===== src/rtl/slp24_pkg.sv =====
`timescale 1ns / 1ps

package slp24_pkg;

    localparam int LONG_LAG  = 24;
    localparam int SHORT_LAG = 10;
    localparam int WORD_W    = 24;
    localparam int SLOT_W    = $clog2(LONG_LAG);
    localparam int SKIP_W    = 9;
    localparam int OUT_W     = 32;
    localparam int SEED_W    = 32;
    localparam int LUX_W     = 3;
    localparam int LAG_GAP   = LONG_LAG - SHORT_LAG;

    localparam logic [SLOT_W-1:0] LONG_SLOT0  = SLOT_W'(LONG_LAG - 1);
    localparam logic [SLOT_W-1:0] SHORT_SLOT0 = SLOT_W'(SHORT_LAG - 1);
    localparam logic [LUX_W-1:0]  LUX_RESET   = LUX_W'(1);

    localparam logic KIND_SEED = 1'b0;
    localparam logic KIND_DRAW = 1'b1;

    // one read pair issued to the lag memory
    typedef struct packed {
        logic              issue;
        logic [SLOT_W-1:0] long_slot;
        logic [SLOT_W-1:0] short_slot;
        logic              keep;
        logic              first;
    } issue_t;

    // seed write into the lag memory
    typedef struct packed {
        logic              wr;
        logic [SLOT_W-1:0] slot;
        logic [WORD_W-1:0] data;
    } seed_t;

    // step a lag slot down, wrapping the lowest slot to the top
    function automatic logic [SLOT_W-1:0] prev_slot(input logic [SLOT_W-1:0] s);
        if (s == '0) begin
            prev_slot = LONG_SLOT0;
        end else begin
            prev_slot = s - 1'b1;
        end
    endfunction

    // words discarded per block for each luxury level
    function automatic logic [SKIP_W-1:0] skip_count(input logic [LUX_W-1:0] level);
        case (level)
            3'd0:    skip_count = SKIP_W'(0);
            3'd1:    skip_count = SKIP_W'(24);
            3'd2:    skip_count = SKIP_W'(73);
            3'd3:    skip_count = SKIP_W'(199);
            3'd4:    skip_count = SKIP_W'(365);
            default: skip_count = SKIP_W'(0);
        endcase
    endfunction

endpackage


===== src/rtl/slp24_ram.sv =====
`timescale 1ns / 1ps

module slp24_ram #(
    parameter int WIDTH = 8,
    parameter int DEPTH = 16
) (
    input  logic                     clk,
    input  logic                     we,
    input  logic [$clog2(DEPTH)-1:0] waddr,
    input  logic [WIDTH-1:0]         wdata,
    input  logic [$clog2(DEPTH)-1:0] raddr_a,
    output logic [WIDTH-1:0]         rdata_a,
    input  logic [$clog2(DEPTH)-1:0] raddr_b,
    output logic [WIDTH-1:0]         rdata_b
);

    logic [WIDTH-1:0] mem [DEPTH];

    always_ff @(posedge clk) begin
        if (we) begin
            mem[waddr] <= wdata;
        end
        rdata_a <= mem[raddr_a];
        rdata_b <= mem[raddr_b];
    end

endmodule


===== src/rtl/slp24_datapath.sv =====
`timescale 1ns / 1ps

module slp24_datapath
    import slp24_pkg::*;
(
    input  logic             aclk,
    input  logic             aresetn,
    input  issue_t           iss,
    input  seed_t            seed,
    output logic [OUT_W-1:0] res_value
);

    logic [WORD_W-1:0] rd_long, rd_short;
    logic              we;
    logic [SLOT_W-1:0] waddr;
    logic [WORD_W-1:0] wdata;

    logic              st_valid_reg;
    logic              st_keep_reg, st_first_reg;
    logic [SLOT_W-1:0] st_long_reg;
    logic              vl_reg, vs_reg;
    logic              fwd_l_reg, fwd_s_reg;
    logic [WORD_W-1:0] fwd_data_reg;
    logic              borrow_reg;
    logic [LONG_LAG-1:0] valid_reg;
    logic [7:0]        hi_reg;
    logic [OUT_W-1:0]  value_reg;

    logic [WORD_W-1:0] xl, xs;
    logic [WORD_W:0]   diff;

    slp24_ram #(
        .WIDTH (WORD_W),
        .DEPTH (LONG_LAG)
    ) u_lag_ram (
        .clk     (aclk),
        .we      (we),
        .waddr   (waddr),
        .wdata   (wdata),
        .raddr_a (iss.long_slot),
        .rdata_a (rd_long),
        .raddr_b (iss.short_slot),
        .rdata_b (rd_short)
    );

    // forwarded write, then never-written slots read as zero
    always_comb begin
        xl   = fwd_l_reg ? fwd_data_reg : (vl_reg ? rd_long : '0);
        xs   = fwd_s_reg ? fwd_data_reg : (vs_reg ? rd_short : '0);
        diff = {1'b0, xs} - {1'b0, xl} - {{WORD_W{1'b0}}, borrow_reg};
    end

    assign we    = seed.wr | st_valid_reg;
    assign waddr = seed.wr ? seed.slot : st_long_reg;
    assign wdata = seed.wr ? seed.data : diff[WORD_W-1:0];

    always_ff @(posedge aclk) begin
        if (!aresetn) begin
            st_valid_reg <= 1'b0;
            borrow_reg   <= 1'b1;
            valid_reg    <= '0;
        end else begin
            st_valid_reg <= iss.issue;
            if (we) begin
                valid_reg[waddr] <= 1'b1;
            end
            if (seed.wr) begin
                borrow_reg <= 1'b1;
            end else if (st_valid_reg) begin
                borrow_reg <= diff[WORD_W];
            end
        end
    end

    always_ff @(posedge aclk) begin
        st_keep_reg  <= iss.keep;
        st_first_reg <= iss.first;
        st_long_reg  <= iss.long_slot;
        vl_reg       <= valid_reg[iss.long_slot];
        vs_reg       <= valid_reg[iss.short_slot];
        fwd_l_reg    <= we && (waddr == iss.long_slot);
        fwd_s_reg    <= we && (waddr == iss.short_slot);
        fwd_data_reg <= wdata;
        if (st_valid_reg && st_keep_reg && st_first_reg) begin
            hi_reg <= diff[WORD_W-1:WORD_W-8];
        end
        if (st_valid_reg && st_keep_reg && !st_first_reg) begin
            value_reg <= {diff[WORD_W-1:0], hi_reg};
        end
    end

    assign res_value = value_reg;

    // the single write port never sees a seed and a generated word together
    a_no_write_clash: assert property (@(posedge aclk) disable iff (!aresetn)
        st_valid_reg |-> !seed.wr)
        else $error("seed write collides with generated word");

    // a written slot is readable afterwards
    a_valid_after_write: assert property (@(posedge aclk) disable iff (!aresetn)
        we |=> valid_reg[$past(waddr)])
        else $error("valid bit not set after write");

endmodule


===== src/rtl/slp24_seq.sv =====
`timescale 1ns / 1ps

module slp24_seq
    import slp24_pkg::*;
(
    input  logic              aclk,
    input  logic              aresetn,
    input  logic              cfg_we,
    input  logic [LUX_W-1:0]  cfg_wdata,
    input  logic              in_valid,
    output logic              in_ready,
    input  logic              in_kind,
    input  logic [SEED_W-1:0] in_seed,
    input  logic              out_free,
    output logic              out_load,
    output issue_t            iss,
    output seed_t             seed
);

    typedef enum logic [4:0] {
        S_IDLE = 5'b00001,
        S_BUMP = 5'b00010,
        S_RUN  = 5'b00100,
        S_WAIT = 5'b01000,
        S_OUT  = 5'b10000
    } state_t;

    state_t            state_reg, state_next;
    logic [SLOT_W-1:0] long_slot_reg, long_slot_next;
    logic [SLOT_W-1:0] short_slot_reg, short_slot_next;
    logic [SLOT_W-1:0] pos_reg, pos_next;
    logic [SLOT_W-1:0] seed_ptr_reg, seed_ptr_next;
    logic [SKIP_W-1:0] skip_reg, skip_next;
    logic              first_reg, first_next;
    logic [LUX_W-1:0]  lux_reg;
    logic [SLOT_W:0]   pos_inc;
    logic [WORD_W-1:0] seed_word;
    logic              gap_ok;

    always_comb begin
        state_next      = state_reg;
        long_slot_next  = long_slot_reg;
        short_slot_next = short_slot_reg;
        pos_next        = pos_reg;
        seed_ptr_next   = seed_ptr_reg;
        skip_next       = skip_reg;
        first_next      = first_reg;
        in_ready        = 1'b0;
        out_load        = 1'b0;
        pos_inc         = {1'b0, pos_reg} + 1'b1;

        seed_word = in_seed[WORD_W-1:0];
        if (seed_ptr_reg == SLOT_W'(0)) begin
            seed_word[0] = 1'b1;
        end
        if (seed_ptr_reg == SLOT_W'(1)) begin
            seed_word[0] = 1'b0;
        end
        seed.wr   = 1'b0;
        seed.slot = seed_ptr_reg;
        seed.data = seed_word;

        iss.issue      = 1'b0;
        iss.long_slot  = long_slot_reg;
        iss.short_slot = short_slot_reg;
        iss.keep       = (skip_reg == '0);
        iss.first      = first_reg;

        case (state_reg)
            S_IDLE: begin
                in_ready = 1'b1;
                if (in_valid) begin
                    if (in_kind == KIND_SEED) begin
                        seed.wr         = 1'b1;
                        seed_ptr_next   = (seed_ptr_reg == LONG_SLOT0) ? '0
                                                                       : seed_ptr_reg + 1'b1;
                        long_slot_next  = LONG_SLOT0;
                        short_slot_next = SHORT_SLOT0;
                        pos_next        = '0;
                    end else begin
                        first_next = 1'b1;
                        state_next = S_BUMP;
                    end
                end
            end
            S_BUMP: begin
                // advance the block counter; at a block end load the discard run
                if (pos_inc >= (SLOT_W+1)'(LONG_LAG)) begin
                    pos_next  = '0;
                    skip_next = skip_count(lux_reg);
                end else begin
                    pos_next  = pos_inc[SLOT_W-1:0];
                    skip_next = '0;
                end
                state_next = S_RUN;
            end
            S_RUN: begin
                iss.issue       = 1'b1;
                long_slot_next  = prev_slot(long_slot_reg);
                short_slot_next = prev_slot(short_slot_reg);
                if (skip_reg != '0) begin
                    skip_next = skip_reg - 1'b1;
                end else if (first_reg) begin
                    first_next = 1'b0;
                    state_next = S_BUMP;
                end else begin
                    state_next = S_WAIT;
                end
            end
            S_WAIT: begin
                state_next = S_OUT;
            end
            S_OUT: begin
                if (out_free) begin
                    out_load   = 1'b1;
                    state_next = S_IDLE;
                end
            end
            default: begin
                state_next = S_IDLE;
            end
        endcase
    end

    always_ff @(posedge aclk) begin
        if (!aresetn) begin
            state_reg      <= S_IDLE;
            long_slot_reg  <= LONG_SLOT0;
            short_slot_reg <= SHORT_SLOT0;
            pos_reg        <= '0;
            seed_ptr_reg   <= '0;
            skip_reg       <= '0;
            first_reg      <= 1'b0;
            lux_reg        <= LUX_RESET;
        end else begin
            state_reg      <= state_next;
            long_slot_reg  <= long_slot_next;
            short_slot_reg <= short_slot_next;
            pos_reg        <= pos_next;
            seed_ptr_reg   <= seed_ptr_next;
            skip_reg       <= skip_next;
            first_reg      <= first_next;
            if (cfg_we) begin
                lux_reg <= cfg_wdata;
            end
        end
    end

    // the short tap always trails the long tap by the lag gap
    assign gap_ok = ({1'b0, long_slot_reg} >= (SLOT_W+1)'(LAG_GAP)) ?
                    ({1'b0, short_slot_reg} == {1'b0, long_slot_reg} - (SLOT_W+1)'(LAG_GAP)) :
                    ({1'b0, short_slot_reg} == {1'b0, long_slot_reg} + (SLOT_W+1)'(SHORT_LAG));

    a_lag_gap: assert property (@(posedge aclk) disable iff (!aresetn)
        gap_ok)
        else $error("lag taps out of step");

    a_draw_starts: assert property (@(posedge aclk) disable iff (!aresetn)
        (state_reg == S_IDLE && in_valid && in_kind == KIND_DRAW) |=> state_reg == S_BUMP)
        else $error("draw did not start a block step");

    a_wait_to_out: assert property (@(posedge aclk) disable iff (!aresetn)
        (state_reg == S_WAIT) |=> (state_reg == S_OUT))
        else $error("last word did not move to output");

    a_seed_ptr_range: assert property (@(posedge aclk) disable iff (!aresetn)
        seed_ptr_reg <= LONG_SLOT0 && pos_reg <= LONG_SLOT0)
        else $error("seed pointer or block position out of range");

endmodule


===== src/rtl/swb_luxury_prng_24_top.sv =====
`timescale 1ns / 1ps

// Timing: a seed item is written to the lag memory as it is taken. A draw item
//   goes S_BUMP, S_RUN for each word (S_RUN also issues the d words discarded
//   at block ends), then S_WAIT, S_OUT. Throughput: one lag word per cycle
//   through the lag memory read/modify/write loop while S_RUN issues.
// Reset (aresetn low, synchronous): lag words read as zero, borrow 1, taps back
//   to their start slots, block counter and seed pointer 0, luxury level 1.
module swb_luxury_prng_24_top
    import slp24_pkg::*;
(
    input  logic              aclk,
    input  logic              aresetn,
    // luxury level register, written whenever cfg_we is high
    input  logic              cfg_we,
    input  logic [LUX_W-1:0]  cfg_wdata,
    // input items
    input  logic              s_tvalid,
    output logic              s_tready,
    input  logic [SEED_W-1:0] s_tdata,   // [31:0] seed_word
    input  logic [0:0]        s_tuser,   // [0] kind: 0 = seed, 1 = draw
    // result items
    output logic              m_tvalid,
    input  logic              m_tready,
    output logic [OUT_W-1:0]  m_tdata    // [31:0] random_value
);

    issue_t           iss;
    seed_t            seed;
    logic             out_free;
    logic             out_load;
    logic [OUT_W-1:0] res_value;
    logic             m_tvalid_reg;
    logic [OUT_W-1:0] m_tdata_reg;

    // The output register frees the sequencer: a result may wait here while
    // the next item is already taken and worked on.
    assign out_free = !m_tvalid_reg || m_tready;

    // Sequencer: handshake, tap slots, block counter and discard runs.
    slp24_seq u_seq (
        .aclk      (aclk),
        .aresetn   (aresetn),
        .cfg_we    (cfg_we),
        .cfg_wdata (cfg_wdata),
        .in_valid  (s_tvalid),
        .in_ready  (s_tready),
        .in_kind   (s_tuser[0]),
        .in_seed   (s_tdata),
        .out_free  (out_free),
        .out_load  (out_load),
        .iss       (iss),
        .seed      (seed)
    );

    // Datapath: lag memory, subtract with borrow, write-back forwarding.
    slp24_datapath u_datapath (
        .aclk      (aclk),
        .aresetn   (aresetn),
        .iss       (iss),
        .seed      (seed),
        .res_value (res_value)
    );

    // Hold the result until the sink takes it.
    always_ff @(posedge aclk) begin
        if (!aresetn) begin
            m_tvalid_reg <= 1'b0;
        end else if (out_load) begin
            m_tvalid_reg <= 1'b1;
        end else if (m_tready) begin
            m_tvalid_reg <= 1'b0;
        end
    end

    always_ff @(posedge aclk) begin
        if (out_load) begin
            m_tdata_reg <= res_value;
        end
    end

    assign m_tvalid = m_tvalid_reg;
    assign m_tdata  = m_tdata_reg;

    // a new result is loaded only into a free output register
    a_no_overwrite: assert property (@(posedge aclk) disable iff (!aresetn)
        out_load |-> out_free)
        else $error("result overwritten before it was taken");

endmodule


===== config.mk =====
export PLATFORM = sky130hd
export DESIGN_NAME = swb_luxury_prng_24_top
export DESIGN_NICKNAME = d
export VERILOG_FILES = /design/src/rtl/slp24_pkg.sv /design/src/rtl/slp24_ram.sv /design/src/rtl/slp24_datapath.sv /design/src/rtl/slp24_seq.sv /design/src/rtl/swb_luxury_prng_24_top.sv
export SDC_FILE = /design/constraint.sdc
export NUM_CORES = 1
export LEC_CHECK = 0
export ABC_AREA = 1
export BUFFER_PORTS_ARGS = -buffer_cell sky130_fd_sc_hd__buf_2
export CORE_AREA = 2 2 356 358
export CTS_CLUSTER_DIAMETER = 50
export DETAILED_ROUTE_END_ITERATION = 8
export DIE_AREA = 0 0 358 360
export GPL_ROUTABILITY_DRIVEN = 0
export PLACE_DENSITY = 0.47
export SYNTH_ARGS = -nofsm -noshare
export SYNTH_HDL_FRONTEND = slang
export SYNTH_SLANG_ARGS = --single-unit

===== constraint.sdc =====
create_clock -name aclk -period 6.2 [get_ports aclk]
set_input_delay 1.24 -clock aclk [delete_from_list [all_inputs] [get_ports aclk]]
set_output_delay 1.24 -clock aclk [all_outputs]
set_load 0.01 [all_outputs]

== Word-level counts from Yosys, hierarchy flattened ==
Memories as Yosys holds them, arrays and structs flattened. A register that Yosys moved wholly into a read port is not among the register bits.
Cells that the tools add are included.

* Memory bits (writable): 576
* Input port bits: 41
* Memories: 1
* Logic and storage cells: 136
* Register bits after elaboration: 172

* Reductions and logical operators: 25
* Equality and inequality tests: 19
* Add/subtract/negate cells: 7
* Bitwise logic cells: 4
* Magnitude comparators: 5
* Mux-type cells: 52

{| class="wikitable"
|+ Memory list
! memory !! words !! bits a word !! rd ports !! clocked after memory_dff !! write ports !! RTL line !! text
|-
| u_datapath.u_lag_ram.mem || 24 || 24 || 2 || 2 || 1 || slp24_ram.sv:17 || <nowiki>logic [WIDTH-1:0] mem [DEPTH];</nowiki>
|}

{| class="wikitable"
|+ Operators by type and width
! kind !! count
|-
| $mux 24 || 5
|-
| $mux 5 || 15
|-
| $pmux 9 s4 || 1
|-
| $pmux 5 s2 || 3
|-
| $pmux 5 s5 || 1
|-
| $sub 24x24->25 || 1
|-
| $sub 25x1->25 || 1
|-
| $or 24x24->24 || 1
|-
| $mux 1 || 19
|-
| $lt 5x6->1 const B || 3
|-
| $mux 9 || 2
|-
| $pmux 9 s2 || 1
|-
| $logic_not 5->1 || 3
|-
| $bmux 1 s5 || 2
|-
| $eq 5x1->1 const B || 2
|-
| $eq 5x5->1 || 2
|-
| $eq 5x5->1 const B || 2
|-
| $ne 2x2->1 const B || 5
|-
| $sub 5x1->5 const B || 2
|-
| $logic_not 9->1 || 1
|-
| $reduce_and 3->1 || 3
|-
| $reduce_bool 9->1 || 1
|-
| $sub 9x1->9 const B || 1
|-
| $reduce_and 4->1 || 2
|-
| 22 further kinds || 33
|}

== Logic depth before layout (Yosys ltp) ==
Gate-level depths: netlist (run 1).

* Word-level depth: 9
* Mapped depth: 20
* Mapped depth without buffers: 18

== Hierarchy ==
From an unflattened synthesis (run 1), not the netlist that was laid out.

* Cell total of the unflattened synthesis: 4,785
* Area total of the unflattened synthesis: 40,986.8 um^2

{| class="wikitable"
|+ By module, submodules not included
! module !! cells an instance !! sequential area each (um^2) !! instances !! area an instance (um^2)
|-
| slp24_ram || 3,505 || 18,257.5 || 1 || 31,049.8
|-
| slp24_datapath || 881 || 2,422.3 || 1 || 6,495.0
|-
| slp24_seq || 361 || 760.7 || 1 || 2,434.8
|-
| swb_luxury_prng_24_top || 38 || 980.9 || 1 || 1,007.2
|}

== Least setup slack after synthesis (run 1) ==
OpenSTA, ideal clock, no wires.

* Path kind: reg2reg
* Start point: reg u_datapath.fwd_s_reg
* End point: mem u_datapath.u_lag_ram.mem[0][1] (netlist name) (data pin)
* Data required time: 5.801 ns
* Stages on the path, launching flop included: 8
* Setup time: 0.399 ns
* Clock period less this slack: 3.460 ns
* Arrival: 3.061 ns
* Path slack: 2.740 ns
* Path through: dfxtp_1 clkbuf_1 nor2_1 clkbuf_1 a22oi_1 fa_1 fa_1 o21ai_0

* Longest elaborated chain between the ends: 4

{| class="wikitable"
|+ Ends and longest elaborated chain
! what !! RTL line !! text
|-
| start, declared || slp24_datapath.sv:22 || <nowiki>logic fwd_l_reg, fwd_s_reg;</nowiki>
|-
| start signal, assigned || slp24_datapath.sv:82 || <nowiki>fwd_s_reg <= we && (waddr == iss.short_slot);</nowiki>
|-
| $mux 24 || slp24_datapath.sv:49 || <nowiki>xs = fwd_s_reg ? fwd_data_reg : (vs_reg ? rd_short : '0);</nowiki>
|-
| $sub 24x24->25 || slp24_datapath.sv:50 || <nowiki>diff = {1'b0, xs} - {1'b0, xl} - {{WORD_W{1'b0}}, borrow_reg};</nowiki>
|-
| $sub 25x1->25 || slp24_datapath.sv:50 ||
|-
| $mux 24 || slp24_datapath.sv:55 || <nowiki>assign wdata = seed.wr ? seed.data : diff[WORD_W-1:0];</nowiki>
|-
| net u_datapath.u_lag_ram.wdata[1] || slp24_ram.sv:10 || <nowiki>input logic [WIDTH-1:0] wdata,</nowiki>
|-
| end, declared || slp24_ram.sv:17 ||
|}

The timed path passes the listed nets, and every way through them passes these cells.

== Final worst setup path (run 1) ==
* Start point: reg u_datapath.fwd_l_reg
* End point: mem u_datapath.u_lag_ram.mem[5][14] (netlist name) (data pin)

* Longest elaborated chain between the ends: 4

{| class="wikitable"
|+ Ends and longest elaborated chain
! what !! RTL line !! text
|-
| start, declared || slp24_datapath.sv:22 ||
|-
| start signal, assigned || slp24_datapath.sv:81 || <nowiki>fwd_l_reg <= we && (waddr == iss.long_slot);</nowiki>
|-
| $mux 24 || slp24_datapath.sv:48 || <nowiki>xl = fwd_l_reg ? fwd_data_reg : (vl_reg ? rd_long : '0);</nowiki>
|-
| $sub 24x24->25 || slp24_datapath.sv:50 ||
|-
| $sub 25x1->25 || slp24_datapath.sv:50 ||
|-
| net u_datapath.diff[14] || slp24_datapath.sv:30 || <nowiki>logic [WORD_W:0] diff;</nowiki>
|-
| $mux 24 || slp24_datapath.sv:55 ||
|-
| net u_datapath.u_lag_ram.wdata[14] || slp24_ram.sv:10 ||
|}

The timed path passes the listed nets, and every way through them passes these cells.

==> summary.md, run 1 <==
| Metric | Value |
|---|---|
| IO Port Bufs | 66 |
| Worst hold path depth | 0 |
| Top cell type's share of synthesized area | 50.4% |
| RR Startpoint | u_datapath.fwd_l_reg |
| FMAX | 218 MHz |
| Htree depth | 3 |
| Final Max Tran Viols | 0 |
| Routed len/inst | 21.4 um |
| DP Cell Count | 5636 |
| Async SR Flop Fraction | 0% |
| Root Driver | clkbuf_16 |
| First-pass GRT wire length | 186000 um |
| Slew Limit Headroom | 16.4% |
| Yosys warning count | 0 |
| Max FFs per register | 576 |
| Max_cap viols | 0 |
| Cell chain of the critical path | buf_4, inv_1, nand2_1, inv_1, a22o_1, fa_1, fa_1, nand2_1, nand2_1, nand2_1, nand2_1, nand2_1, nand3_1, nand2_1, xor2_1, nand2_1, nand2_1 |
| DP Wirelength | 73400 um |
| # setup viols final | 0 |
| Hold_ws | 0.388 ns |
| # hold bufs at CTS | 0 |
| Num CTS Buffers | 108 |
| Worst-case clock buffer depth | 3 |
| Minimum clock period | 4.59 ns |
| Core Box Area | 0.125 mm2 |
| Nets | 4191 |
| Critical-path top delay cell | nand2_1 |
| Number of routed nets with antenna violations | 0 |
| RSZ-0062 raised after global routing | false |
| Hold Crit Start | u_seq.first_reg |
| Crit start category | flop |
| FF-to-FF End | u_datapath.u_lag_ram.mem[5][14] |
| Antenna violations before repair | 3 |
| Synth area leaders | edfxtp_1 50%, dfxtp_1 7.7%, o21ai_0 7.5% |
| Most frequent CP cell | nand2_1 |
| CP endpoint kind | flop |
| Routed WL | 125000 um |
| Chip width | 358 um |
| Avg Inst Size Synth | 9.36 um2 |
| Peak supply drop | 0.496 mV |
| Area Growth Syn to Fin | 15.1% |
| Area leader, netlist | edfxtp_1 |
| Starting Density | 30.9% |
| Cell area after synthesis | 0.0386 mm2 |
| Leak | 0.0169 uW |
| Hold WC Path Type | flop to flop |
| Hold endpoint | u_datapath.st_first_reg |
| Total GRT Usage | 19.2% |
| Seq/Total Area, Yosys | 58.1% |
| Worst-Margin Slew | 1.25 ns |
| Fin cells | 5842 |
| R2R depth | 17 |
| DRC viols | 0 |
| Critical path type | flop to flop |
| DR pass1 iterations | 7 |
| Die Area | 0.129 mm2 |
| Ys flop type | edfxtp_1 |
| Post-cts sizing count | 0 |
| Detailed Route Iter0 Violations | 2870 |
| Vias/cell | 5.15 |
| Max Clock Skew | 0.0268 ns |
| I/O pin cnt | 75 |
| CTS tree | built |
| Status | complete, no violations |
| Pwr Total | 19800 uW |
| Die Span Y | 360 um |
| CTS clock-pin slew for the worst setup and hold paths | 0.06 ns |
| Clock latency on the worst-skew pair | 0.69 ns |
| Clock sink count | 796 |
| Fin crit share | 74.1% |
| Share of layout cells above drive strength 1 | 9.02% |
| Power Dens Cells | 446 mW/mm2 |
| Flop2flop setup slack | 1.61 ns |
| Cell variety after synth | 47 |
| Worst path arrival time | 4.93 ns |
| Vias in the first global route | 28900 |
| Post-synth EDFFs | 648 |
| CP max stage delay | 0.71 ns |
| Critical path data required time | 6.53 ns |
| Cell row count | 130 |
| Mapped Nets | 4222 |
| GRT Residual Overflow | 0 |
| Final Hold Viols | 0 |
| Setup TNS | 0 ns |
| Largest fanout on the critical path | 25 |
| Post-CTS Setup Bufs | 0 |
| Largest net degree at the start of global routing | 227 |
| Routed via count | 30100 |
| #FFs+latches synth | 796 |
| Synth Instances | 4127 |
[stage by stage]
| step | instance area (um2) | setup WS, ns | util (%) |
|---|---|---|---|
| after floorplan | 38600 | 2.74 | - |
| after global placement | 40500 | 1.70 | 32.5 |
| after detailed placement | 40500 | 1.67 | 32.5 |
| after CTS | 44400 | 1.60 | 35.6 |
| after global routing | 44500 | 1.20 | 35.6 |
| final | 44500 | 1.61 | 35.6 |
[logic make-up (layout without fill, tap and decap cells)]
group,after synthesis,after routing,share of synthesized area [%]
fa+ha+maj,54,54,1.79
compound gates,1223,1223,17.6
flops,796,796,58.1
simple gates,1313,1313,14.8
xor+xnor,19,19,0.431
buf+inv,722,785,7.32
other cells,0,2,0
[worst max-delay path by stage]
| stage | to | from | slack (ns) |
|---|---|---|---|
| global route | u_datapath.u_lag_ram.mem[5][14] | u_datapath.fwd_l_reg | 1.20 |
| finish | u_datapath.u_lag_ram.mem[5][14] | u_datapath.fwd_l_reg | 1.61 |
| global placement | u_datapath.u_lag_ram.mem[9][14] | u_datapath.fwd_l_reg | 1.70 |
| detailed placement | u_datapath.u_lag_ram.mem[9][14] | u_datapath.fwd_l_reg | 1.67 |
| floorplan | u_datapath.u_lag_ram.mem[0][1] | u_datapath.fwd_s_reg | 2.74 |
| CTS | u_datapath.u_lag_ram.mem[5][14] | u_datapath.fwd_l_reg | 1.60 |
[critical path: cells and delay by family, from the launching register on]
family / cells / cell delay, ns
AND/OR/NAND/NOR: 10 / 1.61
adder cells (fa/ha/maj): 2 / 0.92
AO/OA/AOI/OAI: 1 / 0.35
XOR/XNOR: 1 / 0.22
buffers and inverters: 3 / 0.77
flip-flops: 1 / 0.32
[cells in the final DEF (no fill, tap or decap), types with 4 or more instances in the layout]
cell,n
buf_2,66
clkinvlp_4,5
nand3_4,4
nor3_1,8
xor2_1,15
o21ai_0,580
a22o_1,23
clkbuf_1,22
buf_4,60
inv_6,9
inv_2,5
nand2_1,652
nand4_1,17
nor2_1,221
dfxtp_4,5
buf_12,4
ha_1,52
nand2_2,7
nand3_2,7
clkbuf_16,114
clkinv_1,11
a21oi_1,362
o21ai_1,20
nand3_1,345
and2_1,12
xnor2_1,4
nor2_4,15
nor2_2,10
nand2_4,6
clkinv_4,4
o211ai_1,198
a22oi_1,24
edfxtp_1,648
inv_1,440
bufinv_16,21
clkinv_2,15
dfxtp_1,140
[cell usage after synthesis (6+ instances only)]
| library cell | count |
|---|---|
| a21oi_1 | 362 |
| o211ai_1 | 198 |
| buf_1 | 36 |
| ha_1 | 52 |
| nor2_2 | 15 |
| nand3_2 | 7 |
| inv_2 | 7 |
| nand2_1 | 652 |
| edfxtp_1 | 648 |
| o21ai_1 | 20 |
| inv_1 | 441 |
| nor2_1 | 228 |
| nand4_1 | 17 |
| o21ai_0 | 582 |
| nand2_2 | 7 |
| nand3_1 | 345 |
| buf_2 | 76 |
| nand2_4 | 6 |
| a22o_1 | 23 |
| clkbuf_1 | 156 |
| a22oi_1 | 24 |
| xor2_1 | 15 |
| nor3_1 | 8 |
| dfxtp_1 | 148 |
| and2_1 | 12 |
[report_power, final]
group	switching [uW]	leakage, uW	internal [uW]
clock	2420	0.00190	4280
combinational	4060	0.00799	1080
sequential	163	0.00702	7830
total	6650	0.0169	13200
[area by class of cell]
cell class	instances	area, um2
Inverter	451	1700
Fill cell	12600	80500
Clock buffer	139	2980
Tap cell	1650	2060
Clock inverter	65	931
Timing Repair Buffer	130	861
Multi-Input combinational cell	2609	13500
Antenna cell	2	5.00
Sequential cell	796	22400
[layer usage]
metal,track usage (%),wire (um),up-vias
li1,-,-,14400
met1,26.3,56900,14600
met2,31.2,58400,886
met3,2.34,6220,190
met4,6.24,3730,0
met5,0,0,-
Power figures use the tool's default switching activity.
==> run 2: changes to the inputs <==
PLACE_DENSITY = 0.49   (was 0.47)
clock period = 3.75 ns   (was 6.2 ns; I/O delays follow)
==> summary.md, run 2 (synthesis results as in run 1) <==
| Metric | Value |
|---|---|
| Max FFs per register | 576 (unchanged) |
| Total GRT Usage | 19.1% (was 19.2%) |
| First-pass GRT wire length | 186000 um (about the same) |
| Detailed Route Iter0 Violations | 2825 (was 2870) |
| Num CTS Buffers | 104 (was 108) |
| RR Startpoint | u_datapath.fwd_l_reg (unchanged) |
| DRC viols | 0 (unchanged) |
| GRT Residual Overflow | 0 (unchanged) |
| IO Port Bufs | 66 (unchanged) |
| # setup viols final | 0 (unchanged) |
| Number of routed nets with antenna violations | 0 (unchanged) |
| Commonest non-fill, non-tap cell in the layout | nand2_1 (unchanged) |
| Final Hold Viols | 0 (unchanged) |
| Worst-Margin Slew | 1.25 ns (about the same) |
| Diode count | 0 (was 2) |
| Largest fanout on the critical path | 25 (unchanged) |
| DP Wirelength | 73800 um (was 73400 um) |
| CTS clock-pin slew for the worst setup and hold paths | 0.06 ns (about the same) |
| Minimum clock period | 3.37 ns (was 4.59 ns) |
| FMAX | 297 MHz (was 218 MHz) |
| Post-cts sizing count | 0 (unchanged) |
| CP endpoint kind | flop (unchanged) |
| Final instance area | 0.0447 mm2 (was 0.0445 mm2) |
| CTS tree | built (unchanged) |
| Register Area | 0.0224 mm2 (unchanged) |
| # hold bufs at CTS | 0 (unchanged) |
| Core Box Area | 0.125 mm2 (unchanged) |
| Vias in the first global route | 29000 (was 28900) |
| Nets | 4220 (was 4191) |
| Clock sink count | 796 (unchanged) |
| Fill cells | 12600 (about the same) |
| Root Driver | clkbuf_16 (unchanged) |
| Routed WL | 125000 um (about the same) |
| Peak supply drop | 0.685 mV (was 0.496 mV) |
| Critical path type | flop to flop (unchanged) |
| Crit path from | u_datapath.fwd_l_reg (unchanged) |
| Final Max Tran Viols | 0 (unchanged) |
| Most frequent cells in the layout | 652 x nand2_1, 648 x edfxtp_1, 580 x o21ai_0, 440 x inv_1, 362 x a21oi_1 (unchanged) |
| Hold_ws | 0.288 ns (was 0.388 ns) |
| Area Growth Syn to Fin | 15.6% (was 15.1%) |
| Max_cap viols | 0 (unchanged) |
| Antenna violations before repair | 1 (was 3) |
| Cell chain of the critical path | inv_1, nand2_1, inv_1, buf_12, a22o_1, fa_1, fa_1, nand2_1, nand2_1, nand2_1, nand2_1, nand2_1, nand3_1, nand2_1, xor2_1, nand2_1, nand2_1, buf_4 (was buf_4, inv_1, nand2_1, inv_1, a22o_1, fa_1, fa_1, nand2_1, nand2_1, nand2_1, nand2_1, nand2_1, nand3_1, nand2_1, xor2_1, nand2_1, nand2_1) |
| Post-CTS Setup Bufs | 0 (unchanged) |
| Htree depth | 3 (unchanged) |
| Cell row count | 130 (unchanged) |
| Multi-input gate area | 0.0135 mm2 (about the same) |
| Routed via count | 30400 (was 30100) |
| Largest net degree at the start of global routing | 260 (was 227) |
| Leak | 0.0170 uW (was 0.0169 uW) |
| Die Span Y | 360 um (unchanged) |
| Vias/cell | 5.18 (was 5.15) |
| RSZ-0062 raised after global routing | false (unchanged) |
| Starting Density | 30.9% (unchanged) |
| Crit start category | flop (unchanged) |
| Chip width | 358 um (unchanged) |
| Worst path arrival time | 3.84 ns (was 4.93 ns) |
| CP max stage delay | 0.43 ns (was 0.71 ns) |
| Fin crit share | 89.9% (was 74.1%) |
| Setup TNS | 0 ns (unchanged) |
| Max Clock Skew | 0.0278 ns (was 0.0268 ns) |
| Post-Place Cell Area | 0.0412 mm2 (was 0.0405 mm2) |
| Worst-case clock buffer depth | 3 (unchanged) |
| Routed len/inst | 21.4 um (about the same) |
| Hold Crit Start | cfg_wdata[0] (was u_seq.first_reg) |
| Clock latency on the worst-skew pair | 0.69 ns (about the same) |
| Status | complete, no violations (unchanged) |
| I/O pin cnt | 75 (unchanged) |
| Critical-path top delay cell | fa_1 (was nand2_1) |
| Hold WC Path Type | input port to flop (was flop to flop) |
| Die Area | 0.129 mm2 (unchanged) |
| Critical path data required time | 4.22 ns (was 6.53 ns) |
| Slew Limit Headroom | 16.4% (about the same) |
| Most frequent CP cell | nand2_1 (unchanged) |
| Share of layout cells above drive strength 1 | 9.41% (was 9.02%) |
| DR pass1 iterations | 7 (unchanged) |
| Power Dens Cells | 722 mW/mm2 (was 446 mW/mm2) |
-- run 2: cell types whose count changed in the layout (fill, tap and decap cells not counted), sizes merged --
cell / previous run / this run
clkbuf: 139 / 127
clkinv: 32 / 41
bufinv: 21 / 11
clkinvlp: 5 / 6
inv: 458 / 457
diode: 2 / 0
buf: 130 / 163
-- run 2: final timing paths --
kind	end	slack [ns]	cells past startpoint
hold / removal	u_seq.lux_reg[0]	0.29	3
setup / recovery	u_datapath.u_lag_ram.mem[9][14]	0.38	18
setup reg to reg	u_datapath.u_lag_ram.mem[9][14]	0.38	18
hold reg to reg	u_datapath.st_first_reg	0.40	0
-- run 2: area by class of cell --
class,instances,share of cell area [%]
Sequential cell,796,50.3
Clock buffer,127,6.22
Multi-Input combinational cell,2609,30.2
Tap cell,1650,4.62
Clock inverter,64,1.54
Timing Repair Buffer,163,3.41
Inverter,451,3.80
-- run 2: worst max-delay path, delay by kind of cell, from the launching register on --
family          cells  cell delay, ns
buf+inv             4            0.56
xor+xnor            1            0.22
compound gates      1            0.19
simple gates       10            0.99
fa+ha+maj           2            0.86
flops               1            0.35
-- run 2: per-stage QoR --
| step | total power, uW | worst slack [ns] | utilization, % | instances |
|---|---|---|---|---|
| floorplan | 18400 | 0.290 | - | 4127 |
| global placement | 22500 | 0.380 | 33.0 | 5669 |
| detailed placement | 22500 | 0.370 | 33.0 | 5669 |
| CTS | 32600 | 0.331 | 35.7 | 5860 |
| global route | 33900 | 0.0537 | 35.7 | 5860 |
| finish | 32200 | 0.378 | 35.7 | 5860 |
-- run 2: layer usage --
metal / up-vias / GRT usage [%] / share of wire [%]
met5: - / 0 / 0
met4: 0 / 5.69 / 2.8
met3: 188 / 2.41 / 5.2
met2: 886 / 31.4 / 47
met1: 14900 / 26.2 / 45
li1: 14400 / - / -
-- run 2: power breakdown --
part	internal (uW)	total [uW]	leakage, uW	switching (uW)
clock	6040	9980	0.00169	3940
sequential	12800	13100	0.00702	301
combinational	2360	9170	0.00826	6810
total	21200	32200	0.0170	11100
